### src/sv/chm_pkg.sv
// Shared constants, codes and the attenuation weight table for the calorimeter hit merger.
`timescale 1ns / 1ps
package chm_pkg;

    localparam int CHM_NUM_CHANNELS     = 256;
    localparam int CHM_HITS_PER_CHANNEL = 16;

    localparam int CH_W       = 8;
    localparam int ENERGY_W   = 24;
    localparam int TIME_W     = 24;
    localparam int DEPTH_W    = 13;
    localparam int WINDOW_W   = 16;
    localparam int HALF_W     = 13;
    localparam int STATUS_W   = 3;
    localparam int CFG_IDX_W  = 2;
    localparam int CFG_DATA_W = 24;

    localparam int S_TDATA_W = 72;
    localparam int M_TDATA_W = 48;
    localparam int M_TUSER_W = 4;

    // register indexes on the config port
    localparam logic [CFG_IDX_W-1:0] REG_MERGE_WINDOW     = 2'd0;
    localparam logic [CFG_IDX_W-1:0] REG_ENERGY_THRESHOLD = 2'd1;
    localparam logic [CFG_IDX_W-1:0] REG_HALF_LENGTH      = 2'd2;

    localparam logic [WINDOW_W-1:0]   MERGE_WINDOW_RST     = 16'd1200;
    localparam logic [ENERGY_W-1:0]   ENERGY_THRESHOLD_RST = 24'd20000;
    localparam logic [HALF_W-1:0]     HALF_LENGTH_RST      = 13'd2304;

    // result status codes
    localparam logic [STATUS_W-1:0] ST_MERGED  = 3'd0;
    localparam logic [STATUS_W-1:0] ST_CREATED = 3'd1;
    localparam logic [STATUS_W-1:0] ST_FULL    = 3'd2;
    localparam logic [STATUS_W-1:0] ST_IGNORED = 3'd3;
    localparam logic [STATUS_W-1:0] ST_READOUT = 3'd4;

    // ceil(2^20 / 13): exact floor division for values below 1024
    localparam logic [16:0] TIME_DIV_MULT = 17'd80660;

    // weighted-time divider widths
    localparam int DIV_N_W = 50;
    localparam int DIV_D_W = 25;
    localparam int DIV_Q_W = 24;

    localparam logic [63:0] ATTEN_RATIO = 64'd4277108830;

    typedef logic [15:0] weight_tbl_t [256];

    // exp(-k/240) in Q0.16, built by repeated Q0.32 multiplication at elaboration
    function automatic weight_tbl_t build_weights();
        weight_tbl_t tbl;
        logic [63:0] acc;
        logic [63:0] w;
        acc = 64'h1_0000_0000;
        for (int k = 0; k < 256; k++) begin
            w = (acc + 64'd32768) >> 16;
            tbl[k] = (w > 64'd65535) ? 16'hFFFF : w[15:0];
            acc = (acc * ATTEN_RATIO + 64'h8000_0000) >> 32;
        end
        return tbl;
    endfunction

    localparam weight_tbl_t WEIGHT_TABLE = build_weights();

endpackage

### src/sv/chm_div.sv
// Restoring divider, one quotient bit per cycle, for the energy-weighted hit time.
`timescale 1ns / 1ps
module chm_div (
    input  logic                          aclk,
    input  logic                          aresetn,
    input  logic                          start,
    input  logic [chm_pkg::DIV_N_W-1:0]   dividend,
    input  logic [chm_pkg::DIV_D_W-1:0]   divisor,
    output logic                          done,
    output logic [chm_pkg::DIV_Q_W-1:0]   quotient
);
    import chm_pkg::*;

    localparam int STEP_W = $clog2(DIV_Q_W);

    logic                busy_reg;
    logic                done_reg;
    logic [STEP_W-1:0]   step_reg;
    logic [DIV_D_W-1:0]  rem_reg;
    logic [DIV_D_W-1:0]  den_reg;
    logic [DIV_Q_W-1:0]  quo_reg;

    logic [DIV_D_W:0]    trial;
    logic                ge;

    assign trial = {rem_reg, quo_reg[DIV_Q_W-1]};
    assign ge    = trial >= {1'b0, den_reg};

    always_ff @(posedge aclk) begin
        if (!aresetn) begin
            busy_reg <= 1'b0;
            done_reg <= 1'b0;
            step_reg <= '0;
        end else begin
            done_reg <= 1'b0;
            if (start) begin
                busy_reg <= 1'b1;
                step_reg <= '0;
            end else if (busy_reg) begin
                step_reg <= step_reg + 1'b1;
                if (step_reg == STEP_W'(DIV_Q_W - 1)) begin
                    busy_reg <= 1'b0;
                    done_reg <= 1'b1;
                end
            end
        end
    end

    // quotient is known to fit 24 bits, so the upper dividend bits start below the divisor
    always_ff @(posedge aclk) begin
        if (start) begin
            rem_reg <= DIV_D_W'(dividend[DIV_N_W-1:DIV_Q_W]);
            quo_reg <= dividend[DIV_Q_W-1:0];
            den_reg <= divisor;
        end else if (busy_reg) begin
            rem_reg <= ge ? DIV_D_W'(trial - {1'b0, den_reg}) : trial[DIV_D_W-1:0];
            quo_reg <= {quo_reg[DIV_Q_W-2:0], ge};
        end
    end

    assign done     = done_reg;
    assign quotient = quo_reg;

endmodule

### config.mk
export PLATFORM = sky130hd
export DESIGN_NAME = chm_div
export DESIGN_NICKNAME = d
export VERILOG_FILES = /design/src/sv/chm_pkg.sv /design/src/sv/chm_div.sv
export SDC_FILE = /design/constraint.sdc
export NUM_CORES = 1
export LEC_CHECK = 0
export BUFFER_PORTS_ARGS = -buffer_cell sky130_fd_sc_hd__buf_2
export CAP_MARGIN = 20
export CORE_ASPECT_RATIO = 2
export CORE_UTILIZATION = 60
export CTS_CLUSTER_SIZE = 12
export DETAILED_ROUTE_END_ITERATION = 10
export PLACE_DENSITY_LB_ADDON = 0.1
export SYNTH_ARGS = -nofsm -noshare
export SYNTH_HDL_FRONTEND = slang
export SYNTH_SLANG_ARGS = --single-unit
### constraint.sdc
create_clock -name aclk -period 5 [get_ports aclk]
set_input_delay 1 -clock aclk [delete_from_list [all_inputs] [get_ports aclk]]
set_output_delay 1 -clock aclk [all_outputs]
set_load 0.02 [all_outputs]
======== Word level (Yosys, flattened, before mapping) ========
Index checks and enable logic that the tools add are counted.
cells by class
  $add $sub $neg .......................... 2
  $lt $le $gt $ge ......................... 1
  equal/unequal tests ..................... 1
  mux-type cells .......................... 9
  bitwise gates (word level) .............. 2
  reduce and logical (&&, ||, !) cells .... 3
operators with widths
  cell                                                           count
  25-bit two-way mux                                             3
  24-bit two-way mux                                             2
  26-bit by 25-bit >= comparator with 1-bit output               1
  25-bit subtractor                                              1
  5-bit by 1-bit adder with 5-bit output, second input constant  1
  5-bit == test, second input constant                           1
  1-bit two-way mux                                              4
  3-bit OR reduction                                             1
  1-bit NOT                                                      2
  2-bit nonzero test                                             1
  2-bit OR reduction                                             1
storage, ports and cells
  register bits after elaboration ......... 81
  input port bits ......................... 78
  output and inout bits ................... 25
  logic and storage cells ................. 24

======== Depth between registers and ports, before layout ========
  word-level depth ........................ 4
  mapped depth ............................ 12
  gate-level depth less buffers ........... 11

======== Least setup slack after synthesis ========
Ideal clock, no wire load.
  path type ............................... reg-to-reg
  start point ............................. reg quo_reg[23], in the netlist quotient[23]
  end point ............................... reg rem_reg[24], data pin
  setup time .............................. 0.269 ns
  arrival ................................. 2.656 ns
  required time ........................... 4.731 ns
  slack ................................... 2.075 ns
  cell stages (with the launch flop) ...... 13
  buffers on the path ..................... 1
  period minus slack after synthesis ...... 2.925 ns
  cell sequence ........................... edfxtp_1 > inv_1 > ha_1 > inv_1 > fa_1 > a211oi_2 > o211ai_2 > a21oi_2 > nor2_4 > o21a_2 > buf_4 > o41ai_1 > nor3b_1
between the ends
  cells in the longest elaborated chain, start to end .. 4
  elaborated cells between the ends (all ways) .. 5
  classes of those cells .................. add/sub (1); order compare (1); mux (3)
ends and longest elaborated chain
  item                                                                                          line                          source
  from (decl)                                                                                   chm_div.sv:21                 logic [DIV_Q_W-1:0] quo_reg;
  from (signal assigned)                                                                        chm_div.sv:53                 quo_reg <= dividend[DIV_Q_W-1:0];
  from (signal assigned)                                                                        chm_div.sv:57                 quo_reg <= {quo_reg[DIV_Q_W-2:0], ge};
  25-bit subtractor / 26-bit by 25-bit >= comparator with 1-bit output (equally long branches)  chm_div.sv:56, chm_div.sv:27
  25-bit two-way mux (*)                                                                        chm_div.sv:56                 rem_reg <= ge ? DIV_D_W'(trial - {1'b0, den_reg}) : trial[DIV_D_W-1:0];
  25-bit two-way mux (*)                                                                        chm_div.sv:55                 end else if (busy_reg) begin
  25-bit two-way mux (*)                                                                        chm_div.sv:51                 if (start) begin
  to (signal assigned)                                                                          chm_div.sv:52                 rem_reg <= DIV_D_W'(dividend[DIV_N_W-1:DIV_Q_W]);
  to (signal assigned)                                                                          chm_div.sv:56
  to (decl)                                                                                     chm_div.sv:19                 logic [DIV_D_W-1:0] rem_reg;
Every way passes the cells marked *; elsewhere a longest branch is shown, timed or not. The select of a mux whose other input is x is not followed.
A chain may end at the register's enable or synchronous reset.

======== Worst setup path after layout ========
  start point ............................. reg quo_reg[23], in the netlist quotient[23]
  end point ............................... reg rem_reg[0], data pin
Same word-level chain as after synthesis.

==> qor.yml <==
status:
  status: "finished clean"
pwr:
  p_per_area_mw_per_mm2: 428
  p_leak_nw: 2.37
  vdd_ir_drop_max_mv: 0.264
clocking:
  cts_tree: "done"
  cts-root-buf: "clkbuf_16"
  post_cts_resize_count: 0
  clock_path_buffers: 2
  post_cts_buffers: 0
  cts-hold-fix-buffers: 0
  cts.sinks: 81
  ctsHtreeMaxLevel: 3
  clk-insertion-delay-late_ns: 0.34
  path_clk_slew_ns: 0.06
  cts_buffers: 9
synthesis:
  syn_nets: 570
  synth-xor-area-share_pct: 2.83
  synthDistinctLibCells: 66
  synth.area.mux_share_pct: 5.95
  synthSimpleGateAreaFrac_pct: 11.2
  synth_adder_area_share_pct: 6.99
  async_flop_share_pct: 0
  synth_top_family_by_area: "compound AO/OA/AOI/OAI gates"
  synth_edf_count: 74
  synth_warnings: 0
  synth_ff_type: "edfxtp_1"
  netlist_instances: 465
  ys_seq_area_share_pct: 47.8
  synth_seq_cells: 81
  synth_compound_area_share_pct: 20.4
  synth.avg_cell_area_sq_um: 10.6
  netlist_area_sq_mm: 0.00494
detailed_routing:
  drt_wl_total_microns: 11700
  vias_per_cell: 6.15
  drc: 0
  antenna_left: 0
  first_iter_violations: 174
  wire_per_inst_microns: 17.8
  vias: 4031
  drt-pass1-iter-count: 4
final_layout:
  stdcell_area_sq_mm: 0.00578
  antenna_cells: 0
  layout.nets: 659
  layout_common_cells: "buf_2, edfxtp_1, nor2_1"
  drive_gt1_share_pct: 29.0
  layoutNonFillerInstCount: 655
  final_common_cell: "buf_2"
  area_growth_pct: 16.9
timing:
  setup-tns-final_ns: 0
  tightest_slew_ns: 0.799
  period_share_pct: 69.0
  rsz0062_at_grt: "false"
  finalClockSkew_ns: 0.00740
  layout_min_cycle_time_ns: 3.45
  fmax_mhz: 290
  maxSlewViolCount: 0
  setup_violations: 0
  finalHoldViolCount: 0
  relSlewSlack_pct: 46.5
placed_design:
  gp_congestion: 0.899
  dpl_cell_area_sq_mm: 0.00551
  dp.cells: 639
  io_buffers: 101
  dp_hpwl_microns: 8550
critical_path:
  r2r-end: "rem_reg[0]"
  r2r-start: "quotient[23]"
  startpoint: "quotient[23]"
  r2r_slack_ns: 1.55
  startpoint_type: "flip-flop"
  rr_worst_depth: 11
  critPathCaptureType: "flip-flop"
  worstSetupEndpoint: "rem_reg[0]"
  crit_type: "reg -> reg"
  arrival_ns: 3.54
  cp.required_ns: 5.09
  cp_max_fo: 27
die:
  core_area_sq_mm: 0.00794
  fp-row-count: 46
  ios: 103
  fp.dieH_microns: 130
  die_w_microns: 66.2
  die-area_sq_mm: 0.00863
  start_util_pct: 62.2
grt:
  grt_pass1_vias: 4198
  grt_max_degree: 51
  antenna_found_initial: 0
  grt_usage_pct: 28.4
  grt_pass1_wl_microns: 18300
  grt-ovfl-total: 0
run:
  max_cap_violations: 0
worst_hold_path:
  hold_class: "reg -> reg"
## worst max-delay path, cell delays in order, from the launching register on
cell	delay, ns
edfxtp_1	0.39
inv_1	0.10
ha_1	0.17
inv_1	0.06
fa_1	0.44
a211oi_2	0.36
o211ai_2	0.20
a21oi_2	0.29
nor2_4	0.08
o21ai_4	0.65
a21oi_1	0.15
o31a_1	0.29
## logic make-up after synthesis
logic type | count (synthesis)
muxes | 26
DFF | 81
AOI/OAI and AO/OA | 142
xor gates and xnor gates | 16
and+or+nand+nor | 114
adders and majority gates | 27
buffers and inverters | 59
## layout make-up
cell class,instances,area (sq um)
clock buffer,10,229
clock inverter,6,38.8
fill,604,2160
inverter,32,120
multi-input combinational,325,2340
sequential,81,2360
tap,96,120
timing repair buffer,105,568
## synthesized netlist by cell type, drive strengths merged (5+ instances only)
| cell type | instances | share of area, % |
|---|---|---|
| nand2 | 20 | 1.5 |
| dfxtp | 7 | 2.8 |
| xor2 | 10 | 1.8 |
| o21a | 7 | 1.1 |
| edfxtp | 74 | 45 |
| mux2 | 24 | 5.5 |
| a31oi | 20 | 2.5 |
| nand3 | 21 | 2.1 |
| nand2b | 5 | 0.63 |
| a21oi | 21 | 2.2 |
| nor3 | 6 | 0.61 |
| a41oi | 6 | 1.2 |
| inv | 32 | 2.4 |
| a2bb2oi | 5 | 0.89 |
| nand4 | 6 | 0.76 |
| a21o | 8 | 1.2 |
| xnor2 | 6 | 1.1 |
| buf | 11 | 1.2 |
| nor2 | 37 | 3.0 |
| o21ai | 34 | 3.7 |
| ha | 26 | 6.6 |
| o211ai | 9 | 1.5 |
| clkbuf | 16 | 1.2 |
## worst min path at each step
stage,cells after the start,start,slack [ns],to
6_report,2,step_reg[4],0.49,done
5_1_grt,2,step_reg[4],0.52,done
4_1_cts,2,step_reg[4],0.49,done
3_5_place_dp,2,step_reg[4],0.48,done
3_3_place_gp,2,step_reg[4],0.48,done
2_1_floorplan,2,step_reg[4],0.45,done
## layer usage
metal / vias to the layer above / GRT usage (%) / part of all wire, %
met2: 151 / 54.3 / 55
met4: 0 / 18.9 / 4.7
met1: 1889 / 26.2 / 36
met3: 44 / 4.90 / 4.2
met5: - / 0 / 0
li1: 1947 / - / -
## power by group
part | leakage, nW | internal, mW | total [mW] | switching, mW
logic | 1.45 | 0.381 | 0.954 | 0.573
registers | 0.791 | 0.859 | 0.910 | 0.0515
clock network | 0.137 | 0.338 | 0.611 | 0.273
## through the flow
stage	util (%)	worst slack [ns]	power, mW	hold WS [ns]
after detailed placement	69.4	1.58	1.86	0.480
after floorplan	-	2.07	1.62	0.451
after global placement	68.8	1.59	1.82	0.476
after global routing	72.8	1.35	2.60	0.522
after CTS	72.8	1.55	2.47	0.491
final	72.8	1.55	2.47	0.492
No activity file was read; power rests on OpenSTA's default activity.
